--- config.mk ---
export PLATFORM = sky130hd
export DESIGN_NAME = knn_top_k_image_selector
export DESIGN_NICKNAME = d
export VERILOG_FILES = /design/src/rtl/knn_pkg.sv /design/src/rtl/knn_ctrl.sv /design/src/rtl/knn_dp.sv /design/src/rtl/knn_top_k_image_selector.sv
export SDC_FILE = /design/constraint.sdc
export NUM_CORES = 2
export LEC_CHECK = 0
export ABC_AREA = 1
export BUFFER_PORTS_ARGS = -buffer_cell sky130_fd_sc_hd__buf_2
export CAP_MARGIN = 20
export CORE_AREA = 4 4 538 540
export CTS_CLUSTER_DIAMETER = 30
export DETAILED_ROUTE_END_ITERATION = 8
export DIE_AREA = 0 0 542 544
export SKIP_LAST_GASP = 1
export SLEW_MARGIN = 0
export SYNTH_ARGS = -nofsm -noshare
export SYNTH_HDL_FRONTEND = slang
export SYNTH_SLANG_ARGS = --single-unit
--- constraint.sdc ---
create_clock -name clk -period 8.6 [get_ports clk]
set_input_delay 0 -clock clk [delete_from_list [all_inputs] [get_ports clk]]
set_output_delay 0 -clock clk [all_outputs]
set_load 0.05 [all_outputs]
--- src/rtl/knn_pkg.sv ---
// Shared constants, types and a helper function of the top-k image selector.
`timescale 1ns / 1ps

package knn_pkg;

  // Sizes of the descriptor, the kept list and the image space.
  localparam int VECTOR_DIM = 128;
  localparam int K_MAX      = 16;
  localparam int MAX_IMAGES = 1024;

  // Fixed field widths.
  localparam int OP_W   = 2;
  localparam int POS_W  = 7;
  localparam int VAL_W  = 16;
  localparam int IMG_W  = 10;
  localparam int K_W    = 5;
  localparam int RANK_W = 4;
  localparam int DIST_W = 40;
  localparam int SQ_W   = 2 * VAL_W;

  // Widths derived from the list depth.
  localparam int CNT_W  = $clog2(K_MAX + 1);
  localparam int SLOT_W = (K_MAX > 1) ? $clog2(K_MAX) : 1;

  // Request operation codes.
  localparam logic [OP_W-1:0] OP_LOAD_QUERY = 2'd0;
  localparam logic [OP_W-1:0] OP_FEATURE    = 2'd1;
  localparam logic [OP_W-1:0] OP_FINISH     = 2'd2;

  // Commands from the controller to the datapath.
  typedef struct packed {
    logic q_write;
    logic feat_load;
    logic sq_en;
    logic acc_en;
    logic list_ins;
    logic acc_clear;
    logic list_clear;
    logic emit_first;
    logic emit_next;
  } knn_cmd_t;

  // Status from the datapath to the controller.
  typedef struct packed {
    logic list_empty;
    logic feat_last;
    logic emit_last;
  } knn_stat_t;

  // Map the written k onto the range 1 to K_MAX.
  function automatic logic [CNT_W-1:0] clamp_k(input logic [K_W-1:0] k);
    logic [CNT_W-1:0] res;
    if (k == '0) begin
      res = CNT_W'(1);
    end else if (int'(k) > K_MAX) begin
      res = CNT_W'(K_MAX);
    end else begin
      res = CNT_W'(k);
    end
    return res;
  endfunction

endpackage

--- src/rtl/knn_ctrl.sv ---
// Controller state machine that sequences loads, distance steps, inserts and reports.
`timescale 1ns / 1ps

module knn_ctrl (
  input  logic                     clk,
  input  logic                     rst,
  input  logic                     in_valid,
  input  logic [knn_pkg::OP_W-1:0] op,
  input  logic                     out_stall,
  input  knn_pkg::knn_stat_t       stat,
  output knn_pkg::knn_cmd_t        cmd,
  output logic                     busy,
  output logic                     out_valid
);

  typedef enum logic [2:0] {
    S_IDLE,
    S_SQUARE,
    S_ACCUM,
    S_INSERT,
    S_EMIT
  } state_t;

  state_t state;
  logic   accept;

  // A request is taken only in the idle state while no work is pending.
  assign accept = in_valid && !busy && (state == S_IDLE);

  // Command decode.
  always_comb begin
    cmd = '0;
    case (state)
      S_IDLE: begin
        if (accept) begin
          case (op)
            knn_pkg::OP_LOAD_QUERY: cmd.q_write = 1'b1;
            knn_pkg::OP_FEATURE:    cmd.feat_load = 1'b1;
            knn_pkg::OP_FINISH: begin
              cmd.acc_clear  = 1'b1;
              cmd.emit_first = !stat.list_empty;
            end
            default: ;
          endcase
        end
      end
      S_SQUARE: cmd.sq_en = 1'b1;
      S_ACCUM:  cmd.acc_en = 1'b1;
      S_INSERT: cmd.list_ins = 1'b1;
      S_EMIT: begin
        if (!out_stall) begin
          cmd.list_clear = stat.emit_last;
          cmd.emit_next  = !stat.emit_last;
        end
      end
      default: ;
    endcase
  end

  // State and registered handshake outputs.
  always_ff @(posedge clk) begin
    if (rst) begin
      state     <= S_IDLE;
      busy      <= 1'b1;
      out_valid <= 1'b0;
    end else begin
      case (state)
        S_IDLE: begin
          busy <= 1'b0;
          if (accept && op == knn_pkg::OP_FEATURE) begin
            state <= S_SQUARE;
            busy  <= 1'b1;
          end else if (accept && op == knn_pkg::OP_FINISH && !stat.list_empty) begin
            state     <= S_EMIT;
            busy      <= 1'b1;
            out_valid <= 1'b1;
          end
        end
        S_SQUARE: state <= S_ACCUM;
        S_ACCUM: begin
          if (stat.feat_last) begin
            state <= S_INSERT;
          end else begin
            state <= S_IDLE;
            busy  <= 1'b0;
          end
        end
        S_INSERT: begin
          state <= S_IDLE;
          busy  <= 1'b0;
        end
        S_EMIT: begin
          if (!out_stall && stat.emit_last) begin
            state     <= S_IDLE;
            busy      <= 1'b0;
            out_valid <= 1'b0;
          end
        end
        default: begin
          state     <= S_IDLE;
          busy      <= 1'b0;
          out_valid <= 1'b0;
        end
      endcase
    end
  end

endmodule

--- src/rtl/knn_dp.sv ---
// Datapath: query memory, squared distance accumulator, sorted list and result registers.
`timescale 1ns / 1ps

module knn_dp (
  input  logic                       clk,
  input  logic                       rst,
  input  knn_pkg::knn_cmd_t          cmd,
  output knn_pkg::knn_stat_t         stat,
  input  logic [knn_pkg::POS_W-1:0]  position,
  input  logic [knn_pkg::VAL_W-1:0]  value,
  input  logic [knn_pkg::IMG_W-1:0]  image_index,
  input  logic                       last_coordinate,
  input  logic                       cfg_write,
  input  logic [knn_pkg::K_W-1:0]    k_closest,
  output logic [knn_pkg::RANK_W-1:0] rank,
  output logic [knn_pkg::IMG_W-1:0]  best_image,
  output logic                       last_result
);

  logic [knn_pkg::VAL_W-1:0]  query_mem [knn_pkg::VECTOR_DIM];
  logic [knn_pkg::VAL_W-1:0]  q_rd;
  logic [knn_pkg::VAL_W-1:0]  val_r;
  logic [knn_pkg::IMG_W-1:0]  img_r;
  logic                       pos_ok_r;
  logic                       last_r;
  logic                       pos_ok;
  logic [knn_pkg::VAL_W-1:0]  diff;
  logic [knn_pkg::SQ_W-1:0]   sq;
  logic [knn_pkg::DIST_W:0]   sum;
  logic [knn_pkg::DIST_W-1:0] acc;
  logic [knn_pkg::DIST_W-1:0] kd [knn_pkg::K_MAX];
  logic [knn_pkg::IMG_W-1:0]  ki [knn_pkg::K_MAX];
  logic [knn_pkg::CNT_W-1:0]  count;
  logic [knn_pkg::CNT_W-1:0]  k_eff;
  logic [knn_pkg::CNT_W-1:0]  k_new;
  logic [knn_pkg::K_MAX-1:0]  le;
  logic [knn_pkg::SLOT_W-1:0] k_last;
  logic                       img_ok;
  logic                       do_ins;
  logic [knn_pkg::RANK_W-1:0] rank_next;

  assign pos_ok = int'(position) < knn_pkg::VECTOR_DIM;

  // Query memory: written by query loads, read once per database coordinate.
  always_ff @(posedge clk) begin
    if (cmd.q_write && pos_ok) begin
      query_mem[position] <= value;
    end
    if (cmd.feat_load) begin
      q_rd     <= query_mem[position];
      val_r    <= value;
      img_r    <= image_index;
      pos_ok_r <= pos_ok;
      last_r   <= last_coordinate;
    end
  end

  // Absolute difference and its square, registered.
  assign diff = (val_r >= q_rd) ? (val_r - q_rd) : (q_rd - val_r);

  always_ff @(posedge clk) begin
    if (cmd.sq_en) begin
      sq <= pos_ok_r ? (knn_pkg::SQ_W'(diff) * knn_pkg::SQ_W'(diff)) : '0;
    end
  end

  // Saturating distance accumulator, cleared after each feature and on finish.
  assign sum = {1'b0, acc} + (knn_pkg::DIST_W + 1)'(sq);

  always_ff @(posedge clk) begin
    if (rst) begin
      acc <= '0;
    end else if (cmd.acc_clear || cmd.list_ins) begin
      acc <= '0;
    end else if (cmd.acc_en) begin
      acc <= sum[knn_pkg::DIST_W] ? '1 : sum[knn_pkg::DIST_W-1:0];
    end
  end

  // Compare the finished distance against every held entry in parallel.
  always_comb begin
    for (int i = 0; i < knn_pkg::K_MAX; i++) begin
      le[i] = (knn_pkg::CNT_W'(i) < count) && (kd[i] <= acc);
    end
  end

  assign k_last = knn_pkg::SLOT_W'(k_eff - knn_pkg::CNT_W'(1));
  assign img_ok = int'(img_r) < knn_pkg::MAX_IMAGES;
  assign do_ins = cmd.list_ins && img_ok && ((count < k_eff) || !le[k_last]);

  // Each slot keeps its entry, takes the new one, or takes its upper neighbor.
  for (genvar g = 0; g < knn_pkg::K_MAX; g++) begin : g_slot
    if (g == 0) begin : g_head
      always_ff @(posedge clk) begin
        if (do_ins && !le[0]) begin
          kd[0] <= acc;
          ki[0] <= img_r;
        end
      end
    end else begin : g_body
      always_ff @(posedge clk) begin
        if (do_ins && !le[g]) begin
          if (le[g-1]) begin
            kd[g] <= acc;
            ki[g] <= img_r;
          end else begin
            kd[g] <= kd[g-1];
            ki[g] <= ki[g-1];
          end
        end
      end
    end
  end

  // Fill count and effective k; a lower k drops the worst entries at once.
  assign k_new = knn_pkg::clamp_k(k_closest);

  always_ff @(posedge clk) begin
    if (rst) begin
      count <= '0;
      k_eff <= knn_pkg::CNT_W'(1);
    end else if (cfg_write) begin
      k_eff <= k_new;
      if (count > k_new) begin
        count <= k_new;
      end
    end else if (cmd.list_clear) begin
      count <= '0;
    end else if (do_ins && count < k_eff) begin
      count <= count + knn_pkg::CNT_W'(1);
    end
  end

  // Result registers, walked one rank per taken result.
  assign rank_next = rank + knn_pkg::RANK_W'(1);

  always_ff @(posedge clk) begin
    if (cmd.emit_first) begin
      rank        <= '0;
      best_image  <= ki[0];
      last_result <= (count == knn_pkg::CNT_W'(1));
    end else if (cmd.emit_next) begin
      rank        <= rank_next;
      best_image  <= ki[knn_pkg::SLOT_W'(rank_next)];
      last_result <= (knn_pkg::CNT_W'(rank) + knn_pkg::CNT_W'(2) == count);
    end
  end

  assign stat.list_empty = (count == '0);
  assign stat.feat_last  = last_r;
  assign stat.emit_last  = last_result;

endmodule

--- src/rtl/knn_top_k_image_selector.sv ---
// Top level of the top-k nearest image selector: controller plus datapath.
// A query load writes the query memory; a database coordinate passes the memory read,
// square and accumulate steps, and the last coordinate of a feature adds the list insert.
// A finish request on a non-empty list reports each kept entry in rank order, holding stalled results.
// No new coordinate is taken until the previous one has been through all of its steps.
// Synchronous active-high reset empties the list, zeroes the accumulator, sets k to 1.
`timescale 1ns / 1ps

module knn_top_k_image_selector (
  input  logic                       clk,
  input  logic                       rst,
  input  logic                       in_valid,
  output logic                       in_stall,
  input  logic [knn_pkg::OP_W-1:0]   op,
  input  logic [knn_pkg::POS_W-1:0]  position,
  input  logic [knn_pkg::VAL_W-1:0]  value,
  input  logic [knn_pkg::IMG_W-1:0]  image_index,
  input  logic                       last_coordinate,
  output logic                       out_valid,
  input  logic                       out_stall,
  output logic [knn_pkg::RANK_W-1:0] rank,
  output logic [knn_pkg::IMG_W-1:0]  best_image,
  output logic                       last_result,
  input  logic                       cfg_valid,
  output logic                       cfg_ready,
  input  logic [knn_pkg::K_W-1:0]    k_closest
);

  knn_pkg::knn_cmd_t  cmd;
  knn_pkg::knn_stat_t stat;
  logic               busy;
  logic               cfg_write;

  // Requests and register writes are refused while reset is held.
  assign in_stall  = busy || rst;
  assign cfg_ready = !rst;
  assign cfg_write = cfg_valid && cfg_ready;

  knn_ctrl u_ctrl (
    .clk       (clk),
    .rst       (rst),
    .in_valid  (in_valid),
    .op        (op),
    .out_stall (out_stall),
    .stat      (stat),
    .cmd       (cmd),
    .busy      (busy),
    .out_valid (out_valid)
  );

  knn_dp u_dp (
    .clk             (clk),
    .rst             (rst),
    .cmd             (cmd),
    .stat            (stat),
    .position        (position),
    .value           (value),
    .image_index     (image_index),
    .last_coordinate (last_coordinate),
    .cfg_write       (cfg_write),
    .k_closest       (k_closest),
    .rank            (rank),
    .best_image      (best_image),
    .last_result     (last_result)
  );

endmodule

# Yosys cells after proc, flatten, opt, wreduce, memory -nomap -nowiden
# Memory sizes are Yosys's and may differ from the RTL's. A register that Yosys moved wholly into a read port is not among the register bits.
# Index checks and enable logic that the tools add are counted.
# totals
ff_bits	129
latchBits	0
ram_bits	2848
rom_bits	0
inputBits	46
word_cells	353
n_memories	3
# mem_list
memory	words	width	read_ports	rd_clocked_by_memory_dff	wr	line	source
u_dp.query_mem	128	16	1	1	1	knn_dp.sv:20	logic [knn_pkg::VAL_W-1:0] query_mem [knn_pkg::VECTOR_DIM];
u_dp.kd	16	40	16	0	16	knn_dp.sv:31	logic [knn_pkg::DIST_W-1:0] kd [knn_pkg::K_MAX];
u_dp.ki	16	10	16	0	16	knn_dp.sv:32	logic [knn_pkg::IMG_W-1:0] ki [knn_pkg::K_MAX];
# classes
n_addsub	7
mul	1
div	0
magnitude_cmp	37
n_eq_ne	14
n_shift	0
n_mux	168
n_bitwise	32
reduce_logical	78
# ops
op	count
$le A40 B40 Y1	16
$mux W40	16
$mux W10	17
$mux W1	118
$add A40 B32 Y41	1
$logic_and A1 B1 Y1	41
$lt A4 B5 Y1 const A	8
$mul A16 B16 Y32	1
$sub A16 B16 Y16	2
$mux W5	6
$or A1 B1 Y1	30
$logic_not A1 Y1	22
$lt A3 B5 Y1 const A	4
$ge A16 B16 Y1	1
$mux W16	1
$pmux W3 S4	1
$logic_not A5 Y1	2
$lt A1 B5 Y1 const A	2
$lt A2 B5 Y1 const A	2
$mux W3	3
$eq A3 B2 Y1 const B	2
$mux W2	3
$ne A2 B2 Y1 const B	3
$add A4 B2 Y5 const B	1
29 further kinds	34

# Logic depth before layout (Yosys ltp)
# An unclocked memory read counts as a cell.
# depth
depth_word	12
ltp_mapped	41

# Cells and area by module
# From an unflattened synthesis, not the netlist that was laid out.
# unflattened
cells_unflattened	12391
area_unflattened_um2	141889.8
# modules_own_cells
module	n_inst	cells_each	area_per_inst_um2	seq_area_each_um2
knn_dp	1	12331	141529.5	89155.5
knn_ctrl	1	55	339.1	100.1
knn_top_k_image_selector	1	5	21.3	0.0

# Worst setup path after synthesis
# No wires, ideal clock.
# synth_timing
kind	register to register
start	register u_dp.val_r[0] (netlist name)
end	register u_dp.sq[28] (netlist name) (data pin)
arrival_ps	7242
slack_ps	1099
stages_incl_launch_ff	39
n_path_buf	3
period_less_slack_ps	7501
path_cell_list	edfxtp_1 -> inv_1 -> ha_1 -> inv_1 -> fa_1 -> a21oi_1 -> o21ai_1 -> nand2_1 -> nand3_2 -> buf_6 -> buf_6 -> mux2i_1 -> xor2_1 -> buf_2 -> nor2_1 -> fa_1 -> inv_1 -> fa_1 -> [3 not listed] -> fa_1 -> inv_1 -> fa_1 -> inv_1 -> fa_1 -> inv_1 -> ha_1 -> a21oi_1 -> a21boi_0 -> o21ai_1 -> nand2_1 -> nand2_1 -> inv_1 -> o21ai_1 -> a21oi_1 -> o21ai_1 -> nand2_1 -> nand2_1
# synth_via
elab_chain_cells	3
# synth_rtl
element	line	source
start, declared	knn_dp.sv:22	logic [knn_pkg::VAL_W-1:0] val_r;
start signal, assigned	knn_dp.sv:51	val_r <= value;
$sub A16 B16 Y16 or $ge A16 B16 Y1 (tied branches)	knn_dp.sv:59	assign diff = (val_r >= q_rd) ? (val_r - q_rd) : (q_rd - val_r);
$mux W16 (*)	knn_dp.sv:59	
$mul A16 B16 Y32 (*)	knn_dp.sv:63	sq <= pos_ok_r ? (knn_pkg::SQ_W'(diff) * knn_pkg::SQ_W'(diff)) : '0;
end signal, assigned	knn_dp.sv:63	
end, declared	knn_dp.sv:28	logic [knn_pkg::SQ_W-1:0] sq;
# Mark *: on every way between the ends. The rest lies on a longest branch, timed or not.
# A chain may end at the register's enable or synchronous reset.

# Worst setup path after layout
# layout_timing
start	register u_dp.q_rd[14] (netlist name), read port of u_dp.query_mem
end	register u_dp.sq[25] (netlist name) (data pin)
# layout_via
elab_chain_cells	3
# layout_rtl
element	line	source
start, declared	knn_dp.sv:21	logic [knn_pkg::VAL_W-1:0] q_rd;
$sub A16 B16 Y16 or $ge A16 B16 Y1 (tied branches)	knn_dp.sv:59	
$mux W16 (*)	knn_dp.sv:59	
$mul A16 B16 Y32 (*)	knn_dp.sv:63	
# Marked as above.

==> impl_metrics.tcl <==
set metrics [dict create \
    crit_arrival_ps 8800 \
    grt_max_degree 95 \
    areaGrowthSynthToFinish_pct 19.3 \
    switching_power_uw 14600 \
    internal_power_uw 35900 \
    slowest_stage "fa_1" \
    synthTopCellsByArea "edfxtp_1 62%, nand2_1 11%, ha_1 7.2%" \
    start_util 0.498 \
    die_w_um 542 \
    synthCells 12300 \
    grt_pass1_wl_um 668000 \
    antenna_found_initial 10 \
    post-dp-hpwl_um 290000 \
    slowest_delay_ps 630 \
    finalWorstSetupSlack_ps 498 \
    synth_nets 13400 \
    whs_ps 67.8 \
    p_leak_uw 0.0649 \
    core_um2 284000 \
    grt_pass1_vias 102000 \
    nNetsFinal 13900 \
    synth_top_family_by_area "simple AND/OR/NAND/NOR gates" \
    peakVddDrop_mv 0.680 \
    end_kind "flip-flop" \
    seqPwrFrac 0.330 \
    worstSetupPathType "reg -> reg" \
    via_count 101000 \
    fmax_mhz 123 \
    synth_top_area_share 0.622 \
    synthFlopType "edfxtp_1" \
    setup_viol 0 \
    yosysWarnings 0 \
    rows 196 \
    fin_cells 17100 \
    grt_use_total 0.306 \
    worst_path_most_repeated_cell "fa_1" \
    drive_gt1_frac 0.111 \
    cts_made_buffers 596 \
    finalSetupTns_ps 0 \
    cp_top_family "adder cells" \
    htree_levels 6 \
    first_pass_iters 7 \
    die_area_um2 295000 \
    swShare 0.290 \
    netlist_area_um2 142000 \
    insertion_delay_ps 1020 \
    synthArstFlopShare 0 \
    clkSinkCount 2992 \
    synth_xor_xnor_area_share 0.00642 \
    ctsLongestPathBuffers 4 \
    clock_skew_ps 86.4 \
    syn_area_per_cell_um2 11.5 \
    crit_fanout 10 \
    final_max_slew_viol_count 0 \
    dpl_worst_slack_ps -33.3 \
    synth_simple_gate_area_frac 0.145 \
    placed_cells 16000 \
    synth.area.mux_share 0.000283 \
    synth_compound_area_frac 0.0851 \
    port_buffers 63 \
    routabilityCongestion 0.938 \
    min_path_type "in -> reg" \
    maxCapViolCount 0 \
    finalCriticalPeriod_ps 8100 \
    pwr-share-comb 0.207 \
    clkSlewWorstSetupHoldPaths_ps 50 \
    die_h_um 544 \
    ant_nets 0 \
    post-route-period-util 0.942 \
    ys_seq_area_frac 0.631 \
    clkPwrFrac 0.463 \
    ys_types 65 \
    path_buf_inv 5 \
    timing.slew.headroom 0.104 \
    cts_root_buf "clkbuf_16" \
    regToRegSetupSlack_ps 500 \
    grt_remaining_overflow 0 \
    viasPerCell 5.90 \
    synth-adder-area-share 0.0956 \
    io_pins 64 \
    final_util 0.594 \
    synth_edf_count 2933 \
    yosysMostFrequentCell "nand2_1" \
    routedWlPerCell_um 26.7 \
    tritoncts "built" \
    power_density_nw_per_um2 299 \
    postRouteWirelength_um 458000 \
    synth_top_area_cell "edfxtp_1" \
    status "finished clean" \
    required_ps 9300 \
    tightestPinTransition_ps 1340 \
    synth.top_cells.by_count "4009 x nand2_1, 2933 x edfxtp_1, 813 x ha_1" \
    worstSetupStartpointType "flip-flop" \
    post-route-drc-count 0 \
    ys_seq_elements 2992 \
    drt_iter0_markers 10600 \
    hold_violations 0 \
]
==> stage by stage <==
stage / total power (µW) / instance area (µm²)
after floorplan: 24300 / 142000
after global placement: 27100 / 147000
after detailed placement: 27100 / 147000
after CTS: 50600 / 169000
after global routing: 52900 / 169000
final: 50600 / 169000
==> power by group through the flow <==
stage                     combinational, µW  sequential [µW]  clock, µW
final                                 10500            16700      23400
after global placement                10200            16900          0
after global routing                  11900            16600      24400
after CTS                             10300            16700      23600
after detailed placement              10200            16900          0
after floorplan                        7410            16900          0
==> registers in the layout (all words and copies together) (netlist names) <==
register,flops
u_dp.query_mem,2048
u_dp.last_result,1
u_ctrl.busy,1
u_ctrl.out_valid,1
u_dp.sq,31
u_ctrl.state,3
u_dp.val_r,16
u_dp.count,5
u_dp.best_image,10
u_dp.acc,40
u_dp.last_r,1
u_dp.img_r,10
u_dp.kd,640
u_dp.rank,4
u_dp.ki,160
u_dp.q_rd,16
u_dp.k_eff,5
==> final cells by class <==
type	instances	area, µm²
fillers	22600	116000
clock buffers	674	15400
inverters	760	2910
clock inverters	411	5180
well taps	3762	4710
multi-input cells	8039	47400
diodes	8	20.0
flip-flops and latches	2992	89300
repair buffers	503	4090
==> worst paths after layout <==
| path | startpoint | to | cells after the start |
|---|---|---|---|
| worst max-delay path | u_dp.q_rd[14]$_DFFE_PP_ | u_dp.sq[25]$_DFFE_PP_ | 28 |
| worst min-delay path | value[7] | u_dp.query_mem[106][7]$_DFFE_PP_ | 2 |
| worst max register to register | u_dp.q_rd[14]$_DFFE_PP_ | u_dp.sq[25]$_DFFE_PP_ | 28 |
| worst min register to register | u_dp.k_eff[4]$_SDFFE_PP0P_ | u_dp.k_eff[4]$_SDFFE_PP0P_ | 2 |
==> timing repair <==
action                                 4_1_cts  5_1_grt
pin swaps                                    0        2
hold buffers                                74        0
buffers inserted                             0        6
setup endpoints to repair                    1        8
resized for setup                            1       16
endpoints found under the hold margin     1110        0
==> cell usage in the layout (no fill, tap or decap), drive strengths merged, types with 33 or more instances in the layout <==
| master | Yosys | routed |
|---|---|---|
| o21ai | 308 | 308 |
| dlygate4sd3 | 0 | 74 |
| clkbuf | 309 | 674 |
| a31oi | 36 | 36 |
| dfxtp | 59 | 59 |
| buf | 245 | 429 |
| a22o | 170 | 170 |
| a22oi | 323 | 323 |
| edfxtp | 2933 | 2933 |
| ha | 813 | 813 |
| a221oi | 236 | 236 |
| xor2 | 58 | 58 |
| clkinv | 8 | 243 |
| a21oi | 506 | 506 |
| clkinvlp | 0 | 40 |
| inv | 752 | 806 |
| nand2 | 4012 | 4012 |
| nand4 | 276 | 276 |
| nor2 | 616 | 616 |
| o21a | 33 | 33 |
| fa | 168 | 168 |
| nor3 | 46 | 46 |
| nand3 | 181 | 181 |
| bufinv | 0 | 82 |
| xnor2 | 35 | 35 |
==> layer usage <==
layer / share of wire / track usage
met1: 0.39 / 0.390
met2: 0.47 / 0.504
met3: 0.084 / 0.0535
met4: 0.056 / 0.155
met5: 0.000085 / 0
==> worst register-to-register path, delay by kind of cell (launching register included) <==
family | cells | cell delay, ps
adder cells (fa/ha/maj) | 8 | 3950
AND/OR/NAND/NOR | 8 | 1310
AO/OA/AOI/OAI | 4 | 840
buffers and inverters | 5 | 760
flip-flops | 1 | 420
multiplexers | 1 | 290
XOR/XNOR | 2 | 270
==> cell families after synthesis <==
kind of cell | after synthesis
flip-flops | 2992
XOR/XNOR | 93
adder cells (fa/ha/maj) | 981
AND/OR/NAND/NOR | 5160
buffers and inverters | 1314
multiplexers | 4
AO/OA/AOI/OAI | 1801
Power figures use the tool's default switching activity.
